==> src/rtl/assert_macros.svh <==
// ----------------------------------------------------------------------------
// assert_macros.svh
// Concurrent assertion helpers, compiled out for synthesis.
// ----------------------------------------------------------------------------
`ifndef ASSERT_MACROS_SVH
`define ASSERT_MACROS_SVH

`ifndef SYNTHESIS

// same-cycle implication
`define ASSERT_IMPL(lbl, clk, rst_n, ante, cons) \
    lbl: assert property (@(posedge clk) disable iff (!rst_n) (ante) |-> (cons)) \
        else $error("implication check failed");

// next-cycle implication
`define ASSERT_NEXT(lbl, clk, rst_n, ante, cons) \
    lbl: assert property (@(posedge clk) disable iff (!rst_n) (ante) |=> (cons)) \
        else $error("next-cycle check failed");

`else

`define ASSERT_IMPL(lbl, clk, rst_n, ante, cons)
`define ASSERT_NEXT(lbl, clk, rst_n, ante, cons)

`endif

`endif

==> src/rtl/ttce_pkg.sv <==
// ----------------------------------------------------------------------------
// ttce_pkg
// Shared constants, codes and types of the text terminal cell engine.
// ----------------------------------------------------------------------------
`timescale 1ns / 1ps

package ttce_pkg;

    localparam int MAX_COLUMNS       = 128;
    localparam int MAX_VISIBLE_ROWS  = 32;
    localparam int SCROLLBACK_FACTOR = 8;
    localparam int STORE_ROWS        = MAX_VISIBLE_ROWS * SCROLLBACK_FACTOR;
    localparam int STORE_CELLS       = MAX_COLUMNS * STORE_ROWS;

    localparam int COL_W  = $clog2(MAX_COLUMNS);
    localparam int ROW_W  = $clog2(STORE_ROWS);
    localparam int ADDR_W = COL_W + ROW_W;
    localparam int VIS_W  = 6;
    localparam int CAP_W  = ROW_W + 1;

    localparam int TAB_SPACES = 4;
    localparam logic [ROW_W-1:0] VIEW_MAX = ROW_W'(STORE_ROWS - MAX_VISIBLE_ROWS);

    // special bytes
    localparam logic [7:0] CH_BS    = 8'd8;
    localparam logic [7:0] CH_TAB   = 8'd9;
    localparam logic [7:0] CH_LF    = 8'd10;
    localparam logic [7:0] CH_CR    = 8'd13;
    localparam logic [7:0] CH_BLANK = 8'd32;

    localparam logic [3:0]  RESET_FORE  = 4'd7;
    localparam logic [3:0]  RESET_BACK  = 4'd0;
    localparam logic [15:0] RESET_BLANK = {RESET_BACK, RESET_FORE, CH_BLANK};

    typedef enum logic [2:0] {
        OP_PUT   = 3'd0,
        OP_MOVE  = 3'd1,
        OP_CLEAR = 3'd2,
        OP_PGUP  = 3'd3,
        OP_PGDN  = 3'd4,
        OP_READ  = 3'd5
    } t_op;

    typedef enum logic [1:0] {
        REG_COLUMNS = 2'd0,
        REG_VISIBLE = 2'd1,
        REG_FORE    = 2'd2,
        REG_BACK    = 2'd3
    } t_reg;

    typedef enum logic [3:0] {
        K_PLAIN, K_TAB, K_NL, K_CR, K_BS,
        K_MOVE, K_CLEAR, K_PGUP, K_PGDN, K_READ, K_NOP
    } t_kind;

    typedef enum logic [3:0] {
        S_INIT, S_IDLE, S_PUT, S_SCROLL, S_BLANK, S_CLEAR, S_READ, S_DONE
    } t_state;

    typedef struct packed {
        t_kind            kind;
        logic [7:0]       code;
        logic [COL_W-1:0] column;
        logic [ROW_W-1:0] row;
    } t_cmd;

    typedef struct packed {
        logic [7:0]       columns;
        logic [VIS_W-1:0] visible_rows;
        logic [3:0]       fore;
        logic [3:0]       back;
    } t_cfg;

    // back end status seen by the front end
    typedef struct packed {
        logic init;
    } t_status;

endpackage

==> src/rtl/ttce_if.sv <==
// ----------------------------------------------------------------------------
// ttce_if
// Handshake channels of the engine: command in, result out, register write.
// ----------------------------------------------------------------------------
`timescale 1ns / 1ps

interface ttce_in_if;
    logic       valid;
    logic       ready;
    logic [2:0] operation;
    logic [7:0] char_code;
    logic [6:0] column;
    logic [7:0] row;
    modport source (output valid, operation, char_code, column, row, input ready);
    modport sink   (input valid, operation, char_code, column, row, output ready);
endinterface


==> src/rtl/ttce_front.sv <==
// ----------------------------------------------------------------------------
// ttce_front
// Accepts commands, decodes them into work kinds and queues them (2 deep).
// ----------------------------------------------------------------------------
`timescale 1ns / 1ps

module ttce_front
    import ttce_pkg::*;
(
    input  logic         i_clk,
    input  logic         i_rst_n,
    ttce_in_if.sink      i_in,
    input  t_status      i_status,
    input  logic         i_cmd_pop,
    output logic         o_cmd_valid,
    output t_cmd         o_cmd
);

    t_cmd       r_q [2];
    logic       r_wp, r_rp;
    logic [1:0] r_cnt;
    t_cmd       cmd_dec;
    logic       push;

    // classify the incoming transfer
    always_comb begin
        cmd_dec.code   = i_in.char_code;
        cmd_dec.column = i_in.column;
        cmd_dec.row    = i_in.row;
        unique case (i_in.operation)
            OP_PUT: begin
                case (i_in.char_code)
                    CH_LF:   cmd_dec.kind = K_NL;
                    CH_CR:   cmd_dec.kind = K_CR;
                    CH_TAB:  cmd_dec.kind = K_TAB;
                    CH_BS:   cmd_dec.kind = K_BS;
                    default: cmd_dec.kind = K_PLAIN;
                endcase
            end
            OP_MOVE:  cmd_dec.kind = K_MOVE;
            OP_CLEAR: cmd_dec.kind = K_CLEAR;
            OP_PGUP:  cmd_dec.kind = K_PGUP;
            OP_PGDN:  cmd_dec.kind = K_PGDN;
            OP_READ:  cmd_dec.kind = K_READ;
            default:  cmd_dec.kind = K_NOP;
        endcase
    end

    assign i_in.ready  = (r_cnt != 2'd2) && !i_status.init;
    assign push        = i_in.valid && i_in.ready;
    assign o_cmd_valid = (r_cnt != 2'd0);
    assign o_cmd       = r_q[r_rp];

    // queue storage
    always_ff @(posedge i_clk) begin
        if (push) begin
            r_q[r_wp] <= cmd_dec;
        end
    end

    // queue pointers
    always_ff @(posedge i_clk) begin
        if (!i_rst_n) begin
            r_wp  <= 1'b0;
            r_rp  <= 1'b0;
            r_cnt <= 2'd0;
        end else begin
            if (push) begin
                r_wp <= ~r_wp;
            end
            if (i_cmd_pop) begin
                r_rp <= ~r_rp;
            end
            r_cnt <= r_cnt + 2'(push) - 2'(i_cmd_pop);
        end
    end

endmodule

==> src/flat_wrapper.sv <==
// flat-port wrapper written by rule: the top's interface ports become plain ports
module ttce_front_flat import ttce_pkg::*;
  (i_clk, i_rst_n, i_status, i_cmd_pop, o_cmd_valid, o_cmd, i_in_valid, i_in_operation, i_in_char_code, i_in_column, i_in_row, i_in_ready);
  ttce_in_if i_in_i ();
  input  logic i_clk;
  input  logic i_rst_n;
  input  t_status i_status;
  input  logic i_cmd_pop;
  output logic o_cmd_valid;
  output t_cmd o_cmd;
  input wire logic [$bits(i_in_i.valid)-1:0] i_in_valid;
  input wire logic [$bits(i_in_i.operation)-1:0] i_in_operation;
  input wire logic [$bits(i_in_i.char_code)-1:0] i_in_char_code;
  input wire logic [$bits(i_in_i.column)-1:0] i_in_column;
  input wire logic [$bits(i_in_i.row)-1:0] i_in_row;
  output wire logic [$bits(i_in_i.ready)-1:0] i_in_ready;
  assign i_in_i.valid = i_in_valid;
  assign i_in_i.operation = i_in_operation;
  assign i_in_i.char_code = i_in_char_code;
  assign i_in_i.column = i_in_column;
  assign i_in_i.row = i_in_row;
  assign i_in_ready = i_in_i.ready;
  ttce_front u_core (.i_clk(i_clk), .i_rst_n(i_rst_n), .i_in(i_in_i), .i_status(i_status), .i_cmd_pop(i_cmd_pop), .o_cmd_valid(o_cmd_valid), .o_cmd(o_cmd));
endmodule
==> config.mk <==
export PLATFORM = sky130hd
export DESIGN_NAME = ttce_front_flat
export DESIGN_NICKNAME = d
export VERILOG_FILES = /design/src/rtl/assert_macros.svh /design/src/rtl/ttce_pkg.sv /design/src/rtl/ttce_if.sv /design/src/rtl/ttce_front.sv /design/src/flat_wrapper.sv
export SDC_FILE = /design/constraint.sdc
export NUM_CORES = 1
export LEC_CHECK = 0
export BUFFER_PORTS_ARGS = -buffer_cell sky130_fd_sc_hd__buf_2
export CAP_MARGIN = 10
export CORE_MARGIN = 1
export CORE_UTILIZATION = 52
export DETAILED_ROUTE_END_ITERATION = 10
export HOLD_SLACK_MARGIN = 0.08
export PLACE_DENSITY = 0.78
export SLEW_MARGIN = 0
export SYNTH_ARGS = -nofsm -noshare
export SYNTH_HDL_FRONTEND = slang
export SYNTH_SLANG_ARGS = --single-unit
==> constraint.sdc <==
create_clock -name i_clk -period 2.5 [get_ports i_clk]
set_clock_uncertainty 0.05 [all_clocks]
set_input_delay 0.25 -clock i_clk [delete_from_list [all_inputs] [get_ports i_clk]]
set_output_delay 0.25 -clock i_clk [all_outputs]
set_load 0.005 [all_outputs]
# After elaboration in Yosys (flattened, before gate mapping)

Memories as Yosys holds them, arrays and structs flattened. A register that Yosys moved wholly into a read port is not among the register bits.
Cells that the tools add are included.

Register bits after elaboration: 4
Bits in latches: 0
Bits in writable memories: 54
Memory bits (read-only): 0
Input bits: 31
Output and inout bits: 29
Logic and storage cells: 29
Memories: 1

Memories:

| name       | words | width | rd ports | clocked after memory_dff | wr ports | line             | source |
|---|---|---|---|---|---|---|---|
| u_core.r_q | 2     | 27    | 1        | 1                        | 1        | ttce_front.sv:19 | `t_cmd r_q [2];` |

Add/subtract/negate cells: 2
Multiply operators: 0
Divide/modulo/power cells: 0
Magnitude comparators: 0
Eq/ne operators: 10
Shift operators: 0
Muxes and demuxes: 6
Bitwise gates (word level): 2
Reductions and logical operators: 5

Operators with widths:

| kind                                                | count |
|---|---|
| equality test 8 x 4 -> 1 bit, second input constant | 4 |
| one-hot mux 4 bit (6 select lines)                  | 1 |
| one-hot mux 3 bit (4 select lines)                  | 1 |
| equality test 3 x 2 -> 1 bit, second input constant | 2 |
| equality test 3 bit, second input constant          | 2 |
| 2-to-1 mux 1 bit                                    | 4 |
| equality test 3 x 1 -> 1 bit, second input constant | 1 |
| logical NOT 3 bit                                   | 1 |
| adder 2 x 1 -> 2 bit                                | 1 |
| logical AND 1 bit                                   | 2 |
| != test 2 bit, second input constant                | 1 |
| inverter 1 bit                                      | 2 |
| nonzero test 2 bit                                  | 1 |
| subtractor 2 x 1 -> 2 bit                           | 1 |
| logical NOT 1 bit                                   | 1 |

# Longest topological paths before layout

Gate-level depths: netlist of the first run.

Word-level depth: 5
Gate-level depth with buffers: 7
Mapped depth without buffers: 7

# Least setup slack after synthesis of the first run

No wires, ideal clock.

Path kind: flip-flop to flip-flop
Start: reg u_core.r_cnt[1]
End: mem u_core.r_q[1][0] (netlist bit) (enable)
Library setup time: 0.386 ns
Arrival time: 1.379 ns
Data required time: 2.064 ns
Slack: 0.685 ns
Stages on the path, launching flop included: 4
Path buffers: 0
Clock period less this slack: 1.815 ns
Cell sequence: dfxtp_1 nor2b_4 nor3b_4 and2_1

Cells in the longest elaborated chain, start to end: 5

Ends and longest elaborated chain:

| element                                | line             | source |
|---|---|---|
| start, declared                        | ttce_front.sv:21 | `logic [1:0] r_cnt;` |
| start signal, assigned                 | ttce_front.sv:74 | `r_cnt <= r_cnt + 2'(push) - 2'(i_cmd_pop);` |
| != test 2 bit                          | ttce_front.sv:49 | `assign i_in.ready = (r_cnt != 2'd2) && !i_status.init;` |
| logical AND 1 bit                      | ttce_front.sv:49 |  |
| logical AND 1 bit                      | ttce_front.sv:50 | `assign push = i_in.valid && i_in.ready;` |
| net u_core.push                        | ttce_front.sv:23 | `logic push;` |
| 2-to-1 mux 1 bit                       | ttce_front.sv:56 | `if (push) begin` |
| 2-to-1 mux 1 bit (not written as such) | ttce_front.sv:57 | `r_q[r_wp] <= cmd_dec;` |
| end, declared                          | ttce_front.sv:19 |  |

The timed path passes the listed nets, and every way through them passes these cells.

==> impl_metrics.yaml, run 1 <==
pwr:
  static-leakage-power_uw: 0.00121
  ir_worst_vdd_v: 0.000472
  power_density_nw_per_um2: 694
critical_path:
  endpoint_kind: "primary output"
  cell_chain_of_the_critical_path: "buf_4, mux2_4, buf_2"
  worst-setup-path-type: "flop to primary output"
  cp_data_arrival_time_ns: 1.72
  critical-path-max-stage-delay_ns: 0.65
  crit_path_start_kind: "flop"
  required_ns: 2.20
  crit_fanout: 18
  setup.reg_to_reg.worst_slack_ns: 0.92
  timing.critical_path.slowest_stage_cell: "sky130_fd_sc_hd__dfxtp_2"
timing:
  setup-tns-final_ns: 0
  max_clock_freq_ghz: 0.495
  timing_hold_violations_final: 0
  grt_setup_unrepaired: "no"
  setup_viol: 0
  worst_slew_pin_slew_ns: 0.501
  final.period_utilization_pct: 80.9
  fin_crit_ns: 2.02
  hold_ws_ns: 0.110
  maxSlewViolCount: 0
  timing.slew.headroom_pct: 66.6
worst_hold_path:
  hold_path.class: "input pin to flop"
routing:
  detail_route.first_pass.iterations: 4
  wl_final_um: 3900
  viasPerCell: 5.00
  drt-initial-drc-count: 49
  route.detailed.drc: 0
  route.detailed.wl_per_inst_um: 14.7
  detail-route-antenna-nets: 0
  num_vias: 1331
layout:
  filler_cell_count: 303
  n_antenna_cell: 0
  finalNetCount: 243
  area.growth.synth_to_final_pct: 26.1
  drive_above_1_share_pct: 49.5
logic_synthesis:
  syn_nets: 159
  synth_flop_cell: "sky130_fd_sc_hd__edfxtp_1"
  netlist_area_um2: 2410
  async_reset_ff_share_pct: 0
  synthTopCellsByCount: "sky130_fd_sc_hd__edfxtp_1 (54), sky130_fd_sc_hd__mux2_4 (20), sky130_fd_sc_hd__mux2_2 (7)"
  synth.avg_cell_area_um2: 19.1
  yosysTopAreaCell: "sky130_fd_sc_hd__edfxtp_1"
  postSynthRegisterBits: 59
  ys_seq_area_share_pct: 71.5
  synth_most_common_cell: "sky130_fd_sc_hd__edfxtp_1"
  synth_top_cells_by_area: "sky130_fd_sc_hd__edfxtp_1 (67%), sky130_fd_sc_hd__mux2_4 (12%), sky130_fd_sc_hd__dfxtp_1 (4.2%)"
  synth.lib_cells_used.distinct: 28
  netlist_instances: 126
  synth.yosys.warnings: 0
  area_share_of_the_largest_cell_type_after_synthesis_pct: 67.3
  synth-edff-count: 54
place:
  hpwl_um: 2600
  port_buffers: 59
  gp_congestion: 0.730
die:
  num_io_pins: 60
  floorplan.die_area_um2: 4910
  start_util_pct: 54.6
  dieWidth_um: 70.1
  floorplan.core_area_um2: 4410
  floorplan.die.height_um: 70.1
  placement_rows: 24
global_routing:
  first_global_vias: 1331
  overflow: 0
  grt_antenna_before_repair: 0
  maximum_number_of_pins_on_one_net_before_global_route_repair: 28
  grt_pass1_wl_um: 6230
  global_route.usage.total_pct: 17.2
run_status:
  status: "finished clean"
cts:
  cts-buffers-inserted: 9
  clk_path_buf_depth: 2
  htree_num_levels: 3
  clkSlewWorstSetupHoldPaths_ns: 0.06
  clkLatencyLatePin_ns: 0.32
  tritoncts: "done"
  cell_chosen_for_the_clock_root: "sky130_fd_sc_hd__clkbuf_8"
  clk_sink_count: 59
flow_run:
  max_cap_violations: 0
## kinds of logic after synthesis
family,count (synthesis),share of synthesized area (%)
AO/OA/AOI/OAI,5,1.40
XOR/XNOR,2,0.727
adder cells (fa/ha/maj),2,1.04
buffers and inverters,7,2.75
flip-flops,59,71.5
multiplexers,28,16.2
AND/OR/NAND/NOR,23,6.44
## layout make-up
| class | instances | area, um2 | area share [%] |
|---|---|---|---|
| clock inverters | 4 | 18.8 | 0.618 |
| well taps | 52 | 65.1 | 2.14 |
| repair buffers | 77 | 468 | 15.4 |
| inverters | 3 | 11.3 | 0.371 |
| multi-input cells | 60 | 621 | 20.4 |
| clock buffers | 11 | 131 | 4.32 |
| flip-flops and latches | 59 | 1720 | 56.7 |
## layer usage
metal  global-route usage, %  part of all wire, %
met2                    29.7                   52
met5                       0                    0
met4                    10.7                  2.1
met3                    4.04                  4.7
met1                    19.0                   41
## through the flow
stage          util, %  setup slack, ns  power (uW)  instance area [um2]  std cells
2_1_floorplan        -            0.685        1350                 2410        126
3_3_place_gp      62.0            0.810        1430                 2740        236
3_5_place_dp      62.0            0.785        1450                 2740        236
4_1_cts           68.8            0.433        2130                 3040        266
5_1_grt           68.8            0.375        2200                 3040        266
6_report          68.8            0.479        2110                 3040        266
## flip-flops by register name, indices dropped and copies added (netlist names), named ones only
signal        count
u_core.r_rp       1
u_core.r_q       54
u_core.r_wp       1
u_core.r_cnt      2
## where the power goes
| part | total, uW | leakage [uW] | internal (uW) | switching, uW |
|---|---|---|---|---|
| sequential | 1170 | 0.000536 | 1140 | 30.0 |
| combinational | 274 | 0.000597 | 162 | 112 |
| clock | 669 | 0.0000804 | 345 | 324 |
## worst paths after layout
path,from,to,cells past startpoint
worst min-delay path,i_in_char_code[3],u_core.r_q[0][18]$_DFFE_PP_,1
worst min register to register,u_core.r_wp$_SDFFE_PN0P_,u_core.r_wp$_SDFFE_PN0P_,2
worst max-delay path,flop,o_cmd[8],3
worst max register to register,u_core.r_cnt[1]$_SDFF_PN0_,u_core.r_q[1][18]$_DFFE_PP_,4
## worst max-delay path, delay by kind of cell (launching register included)
family / cells / cell delay (ns)
flip-flops: 1 / 0.65
buffers and inverters: 2 / 0.45
multiplexers: 1 / 0.31
## cells in the final DEF, fill, tap and decap left out, types with 2 or more instances in the layout
master / n
sky130_fd_sc_hd__a21oi_1: 2
sky130_fd_sc_hd__and2_1: 3
sky130_fd_sc_hd__buf_2: 59
sky130_fd_sc_hd__buf_4: 3
sky130_fd_sc_hd__clkbuf_1: 2
sky130_fd_sc_hd__clkbuf_8: 9
sky130_fd_sc_hd__clkinv_2: 3
sky130_fd_sc_hd__dfxtp_1: 4
sky130_fd_sc_hd__dlygate4sd3_1: 15
sky130_fd_sc_hd__edfxtp_1: 54
sky130_fd_sc_hd__ha_1: 2
sky130_fd_sc_hd__inv_1: 3
sky130_fd_sc_hd__mux2_2: 7
sky130_fd_sc_hd__mux2_4: 20
sky130_fd_sc_hd__nand2_1: 2
sky130_fd_sc_hd__nand2b_1: 3
sky130_fd_sc_hd__nor2_1: 6
sky130_fd_sc_hd__nor4_1: 2
## what timing repair did
| item | CTS | global route |
|---|---|---|
| resized for setup | 0 | 0 |
| endpoints found under the setup margin | 0 | 0 |
| endpoints found under the hold margin | 30 | 0 |
| hold buffers | 15 | 0 |
| setup buffers | 0 | 0 |
(Power assumes the default switching activity.)
==> run 2, diff against run 1 <==
--- a/config.mk
+++ b/config.mk
@@ -5,6 +5,7 @@
 export SDC_FILE = /design/constraint.sdc
 export NUM_CORES = 1
 export LEC_CHECK = 0
+export ABC_AREA = 1
 export BUFFER_PORTS_ARGS = -buffer_cell sky130_fd_sc_hd__buf_2
 export CAP_MARGIN = 10
 export CORE_MARGIN = 1
==> constraint.sdc (replaced) <==
create_clock -name i_clk -period 2.05 [get_ports i_clk]
set_clock_uncertainty 0.05 [all_clocks]
set_input_delay 0.205 -clock i_clk [delete_from_list [all_inputs] [get_ports i_clk]]
set_output_delay 0.205 -clock i_clk [all_outputs]
set_load 0.005 [all_outputs]
==> impl_metrics.yaml, run 2 <==
global_routing:
  first_global_vias: 1467
  global_route.usage.total_pct: 18.9
  maximum_number_of_pins_on_one_net_before_global_route_repair: 28
  grt_pass1_wl_um: 6780
  overflow: 0
  grt_antenna_before_repair: 0
logic_synthesis:
  netlist_instances: 151
  syn_nets: 184
  area_share_of_the_largest_cell_type_after_synthesis_pct: 67.0
  synth.lib_cells_used.distinct: 15
  synth.avg_cell_area_um2: 16.0
  synthTopCellsByCount: "sky130_fd_sc_hd__edfxtp_1 (54), sky130_fd_sc_hd__mux2_4 (20), sky130_fd_sc_hd__nand2_1 (16), sky130_fd_sc_hd__nor2_1 (16), sky130_fd_sc_hd__inv_1 (15)"
  synth_most_common_cell: "sky130_fd_sc_hd__edfxtp_1"
  yosysTopAreaCell: "sky130_fd_sc_hd__edfxtp_1"
  synth.yosys.warnings: 0
  postSynthRegisterBits: 59
  synth_flop_cell: "sky130_fd_sc_hd__edfxtp_1"
  ys_seq_area_share_pct: 71.1
  synth-edff-count: 54
  synth_top_cells_by_area: "sky130_fd_sc_hd__edfxtp_1 (67%), sky130_fd_sc_hd__mux2_4 (12%), sky130_fd_sc_hd__dfxtp_1 (4.1%)"
  netlist_area_um2: 2420
  async_reset_ff_share_pct: 0
cts:
  cts-buffers-inserted: 9
  clk_path_buf_depth: 2
  post_cts_buffers: 0
  clkSlewWorstSetupHoldPaths_ns: 0.06
  clkLatencyLatePin_ns: 0.33
  tritoncts: "done"
  cell_chosen_for_the_clock_root: "sky130_fd_sc_hd__clkbuf_8"
  cts-hold-fix-buffers: 25
  postCtsResizedCells: 0
  clk_sink_count: 59
  htree_num_levels: 3
routing:
  detail_route.first_pass.iterations: 4
  wl_final_um: 4240
  detail-route-antenna-nets: 0
  route.detailed.drc: 0
  viasPerCell: 4.80
  num_vias: 1454
  route.detailed.wl_per_inst_um: 14.0
  drt-initial-drc-count: 91
layout:
  largest_register: "u_core.r_q"
  largest_register_ffs: 54
  area.growth.synth_to_final_pct: 33.5
  most-common-layout-cells: "sky130_fd_sc_hd__buf_2 (59), sky130_fd_sc_hd__edfxtp_1 (54), sky130_fd_sc_hd__dlygate4sd3_1 (25), sky130_fd_sc_hd__mux2_4 (20), sky130_fd_sc_hd__nand2_1 (16)"
  layout_commonest_cell: "sky130_fd_sc_hd__buf_2"
  finalNetCount: 279
  drive_above_1_share_pct: 42.6
  postLayoutCellArea_um2: 3230
  reg.largest.list: "u_core.r_q x54, u_core.r_cnt x2"
  n_antenna_cell: 0
timing:
  timing.slew.headroom_pct: 76.5
  hold_ws_ns: 0.129
  fin_crit_ns: 1.79
  max_clock_freq_ghz: 0.559
  grt_setup_unrepaired: "no"
  maxSlewViolCount: 0
  worst_slew_pin_slew_ns: 0.353
  timing_hold_violations_final: 0
  final.period_utilization_pct: 87.2
  setup_viol: 0
critical_path:
  required_ns: 1.79
  crit_fanout: 16
  critical_path_buf_inv_count: 2
  crit_path_start_kind: "flop"
  setup.reg_to_reg.worst_slack_ns: 0.60
  critical-path-max-stage-delay_ns: 0.54
  cp_top_family: "flip-flops"
  endpoint_kind: "primary output"
  cp_data_arrival_time_ns: 1.53
  worst-setup-path-type: "flop to primary output"
  timing.critical_path.slowest_stage_cell: "sky130_fd_sc_hd__dfxtp_2"
  cell_chain_of_the_critical_path: "buf_12, mux2_4, buf_2"
die:
  floorplan.die_area_um2: 4930
  start_util_pct: 54.8
  placement_rows: 24
  dieWidth_um: 70.2
  num_io_pins: 60
  floorplan.die.height_um: 70.2
  floorplan.core_area_um2: 4410
place:
  hpwl_um: 2750
  port_buffers: 59
  placement.cell_area_um2: 2780
  gp_congestion: 0.807
pwr:
  design_power_total_uw: 2840
  ir_worst_vdd_v: 0.000609
  switching_share_pct: 21.2
  power_density_nw_per_um2: 878
  clkPwrFrac_pct: 38.8
  p_switching_uw: 601
  power.combinational.fraction_pct: 11.6
  static-leakage-power_uw: 0.00136
  power_report.internal_total_uw: 2240
  power.sequential.fraction_pct: 49.7
worst_hold_path:
  hold_path.class: "input pin to flop"
flow_run:
  max_cap_violations: 0
run_status:
  status: "finished clean"
run 2: changes by cell type after synthesis, sizes merged, moves of 6 or more:
cell and delta:
nor2 +10, nand3 +6, nand2 +14, inv +12
run 2: power by group through the flow:
stage / clock, uW / combinational (uW) / sequential (uW)
floorplan: 0 / 190 / 1420
global route: 1170 / 360 / 1410
detailed placement: 0 / 292 / 1430
CTS: 1120 / 331 / 1410
global placement: 0 / 284 / 1430
finish: 1100 / 328 / 1410
run 2: kinds of logic (layout without fill, tap and decap cells):
group,count (synthesis),after routing,synth area share (%)
flip-flops,59,59,71.1
AND/OR/NAND/NOR,38,38,6.20
multiplexers,27,27,15.7
buffers and inverters,19,119,4.60
AO/OA/AOI/OAI,5,5,1.03
adder cells (fa/ha/maj),2,2,1.03
XOR/XNOR,1,1,0.362
run 2: stage by stage:
step / std cells / util (%) / setup TNS [ns] / setup WS, ns
2_1_floorplan: 151 / - / -5.73 / -0.106
6_report: 303 / 73.2 / 0 / 0.262
3_5_place_dp: 262 / 62.9 / 0 / 0.590
4_1_cts: 303 / 73.2 / 0 / 0.236
3_3_place_gp: 262 / 62.9 / 0 / 0.597
5_1_grt: 303 / 73.2 / 0 / 0.186
run 2: worst paths after layout:
| kind | from | end | cells after the start |
|---|---|---|---|
| worst max-delay path | flop | o_cmd[17] | 3 |
| worst min-delay path | i_cmd_pop | u_core.r_rp$_SDFFE_PN0P_ | 3 |
| worst max register to register | u_core.r_cnt[0]$_SDFF_PN0_ | u_core.r_q[1][7]$_DFFE_PP_ | 5 |
| worst min register to register | u_core.r_rp$_SDFFE_PN0P_ | u_core.r_rp$_SDFFE_PN0P_ | 2 |
run 2: per-layer routing:
| metal | wire, um | global-route usage [%] | vias to the layer above |
|---|---|---|---|
| met2 | 2230 | 31.7 | 45 |
| met1 | 1750 | 21.8 | 674 |
| met5 | 0 | 0 | - |
| li1 | - | - | 727 |
| met3 | 185 | 5.05 | 8 |
| met4 | 76 | 10.7 | 0 |
run 2: cell type report:
type / count / area [um2]
flip-flops and latches: 59 / 1720
fillers: 272 / 1180
multi-input cells: 73 / 593
repair buffers: 88 / 588
clock buffers: 9 / 124
clock inverters: 7 / 82.6
well taps: 52 / 65.1
inverters: 15 / 56.3
run 2: tightest hold or removal path: stages:
cell,delay (ns)
sky130_fd_sc_hd__buf_2,0.10
sky130_fd_sc_hd__nor2_1,0.06
sky130_fd_sc_hd__nor2_1,0.10
==> run 3, diff against run 2 <==
--- a/config.mk
+++ b/config.mk
@@ -6,13 +6,14 @@
 export NUM_CORES = 1
 export LEC_CHECK = 0
 export ABC_AREA = 1
+export ABC_CLOCK_PERIOD_IN_PS = 2050
 export BUFFER_PORTS_ARGS = -buffer_cell sky130_fd_sc_hd__buf_2
 export CAP_MARGIN = 10
 export CORE_MARGIN = 1
-export CORE_UTILIZATION = 52
+export CORE_UTILIZATION = 35
+export CTS_CLUSTER_DIAMETER = 200
 export DETAILED_ROUTE_END_ITERATION = 10
 export HOLD_SLACK_MARGIN = 0.08
-export PLACE_DENSITY = 0.78
 export SLEW_MARGIN = 0
 export SYNTH_ARGS = -nofsm -noshare
 export SYNTH_HDL_FRONTEND = slang
==> impl_metrics.yaml, run 3 (synthesized netlist as in run 2, its figures left out) <==
cts:
  cell_chosen_for_the_clock_root: "sky130_fd_sc_hd__clkbuf_8"
  htree_num_levels: 3
  postCtsResizedCells: 0
  clk_sink_count: 59
  post_cts_buffers: 0
  clkSlewWorstSetupHoldPaths_ns: 0.06
  clkLatencyLatePin_ns: 0.33
  tritoncts: "done"
  clk_path_buf_depth: 2
  cts-buffers-inserted: 9
die:
  placement_rows: 29
  dieWidth_um: 85.2
  num_io_pins: 60
  floorplan.die.height_um: 85.2
  start_util_pct: 37.3
  floorplan.die_area_um2: 7250
  floorplan.core_area_um2: 6490
layout:
  reg.largest.list: "u_core.r_q x54, u_core.r_cnt x2"
  most-common-layout-cells: "sky130_fd_sc_hd__buf_2 (59), sky130_fd_sc_hd__edfxtp_1 (54), sky130_fd_sc_hd__dlygate4sd3_1 (25), sky130_fd_sc_hd__mux2_4 (20), sky130_fd_sc_hd__nand2_1 (16)"
  finalNetCount: 280
  layout.cells.non_filler: 329
  layout_commonest_cell: "sky130_fd_sc_hd__buf_2"
  postLayoutCellArea_um2: 3260
  drive_above_1_share_pct: 43.3
  n_antenna_cell: 0
  largest_register: "u_core.r_q"
  area.growth.synth_to_final_pct: 34.5
  filler_cell_count: 576
  largest_register_ffs: 54
routing:
  viasPerCell: 4.44
  route.detailed.drc: 0
  wl_final_um: 4220
  detail_route.first_pass.iterations: 4
  drt-initial-drc-count: 45
  detail-route-antenna-nets: 0
  route.detailed.wl_per_inst_um: 12.8
  num_vias: 1461
critical_path:
  crit_path_start_kind: "flop"
  endpoint_kind: "primary output"
  reg2reg_from: "u_core.r_cnt[0]$_SDFF_PN0_"
  cp_data_arrival_time_ns: 1.40
  destination_of_the_critical_timing_path: "o_cmd[1]"
  critical_path_buf_inv_count: 2
  setup.reg_to_reg.worst_slack_ns: 0.65
  reg2reg_to: "u_core.r_q[1][14]$_DFFE_PP_"
  required_ns: 1.79
  ff2ff_path_depth: 5
  worst_path_depth: 3
  critical-path-max-stage-delay_ns: 0.36
  crit_fanout: 25
  cp_top_family: "flip-flops"
  cell_chain_of_the_critical_path: "buf_12, mux2_2, buf_2"
  worst-setup-path-type: "flop to primary output"
  timing.critical_path.slowest_stage_cell: "sky130_fd_sc_hd__dfxtp_2"
timing:
  maxSlewViolCount: 0
  worst_slew_pin_slew_ns: 0.254
  hold_ws_ns: 0.114
  final.period_utilization_pct: 80.5
  timing_hold_violations_final: 0
  setup_viol: 0
  grt_setup_unrepaired: "no"
  fin_crit_ns: 1.65
  max_clock_freq_ghz: 0.606
  timing.slew.headroom_pct: 83.0
pwr:
  static-leakage-power_uw: 0.00135
  power_density_nw_per_um2: 840
  ir_worst_vdd_v: 0.000340
place:
  placement.cell_area_um2: 2810
  hpwl_um: 2770
  placed_instance_count: 288
  gp_congestion: 0.773
  port_buffers: 59
flow_run:
  max_cap_violations: 0
run_status:
  status: "finished clean"
global_routing:
  first_global_vias: 1451
  grt_antenna_before_repair: 0
  maximum_number_of_pins_on_one_net_before_global_route_repair: 26
  global_route.usage.total_pct: 12.7
  grt_pass1_wl_um: 6730
  overflow: 0
worst_hold_path:
  hold_path.class: "input pin to flop"
## run 3: worst min path at each step
stage	start	end	slack [ns]	cells after the start
after detailed placement	i_in_row[2]	u_core.r_q[1][2]$_DFFE_PP_	0.35	1
after CTS	i_cmd_pop	flop	0.1	3
after global placement	i_in_row[1]	u_core.r_q[1][1]$_DFFE_PP_	0.34	1
after global routing	i_cmd_pop	u_core.r_rp$_SDFFE_PN0P_	0.13	3
final	i_cmd_pop	flop	0.11	3
after floorplan	i_rst_n	u_core.r_cnt[0]$_SDFF_PN0_	0.25	2
## run 3: layout make-up
type	instances	area (um2)	share of cell area, %
multi-input combinational	73	593	18.2
timing repair buffer	89	596	18.3
sequential	59	1720	52.9
clock inverter	7	68.8	2.11
inverter	15	56.3	1.73
clock buffer	9	124	3.80
tap	77	96.3	2.96
## run 3: repair_timing
action	CTS	global route
endpoints found under the hold margin	50	0
setup endpoints to repair	0	0
hold buffers	25	0
## run 3: layer usage
| metal | global-route usage, % | up-vias | wire, um |
|---|---|---|---|
| met3 | 4.09 | 10 | 214 |
| met5 | 0 | - | 0 |
| met2 | 19.6 | 43 | 1950 |
| li1 | - | 732 | - |
| met1 | 15.6 | 676 | 1950 |
| met4 | 7.86 | 0 | 104 |
## run 3: through the flow
step           setup WS [ns]  TNS (ns)  utilization [%]  power, uW
2_1_floorplan         -0.106     -5.73                -       1610
3_3_place_gp           0.677         0             43.3       1730
3_5_place_dp           0.640         0             43.3       1730
4_1_cts                0.355         0             50.1       2770
5_1_grt                0.309         0             50.1       2870
6_report               0.399         0             50.1       2740
## run 3: report_power, final
part           total [uW]  internal [uW]  switching, uW
combinational         337            186            151
clock                1000            556            444
sequential           1400           1380           17.9
## run 3: worst register-to-register path, stage by stage, from the launching register on
cell	delay, ns
sky130_fd_sc_hd__dfxtp_1	0.31
sky130_fd_sc_hd__inv_1	0.07
sky130_fd_sc_hd__nand2_1	0.06
sky130_fd_sc_hd__nand3_1	0.16
sky130_fd_sc_hd__nor2_2	0.15
sky130_fd_sc_hd__buf_4	0.28
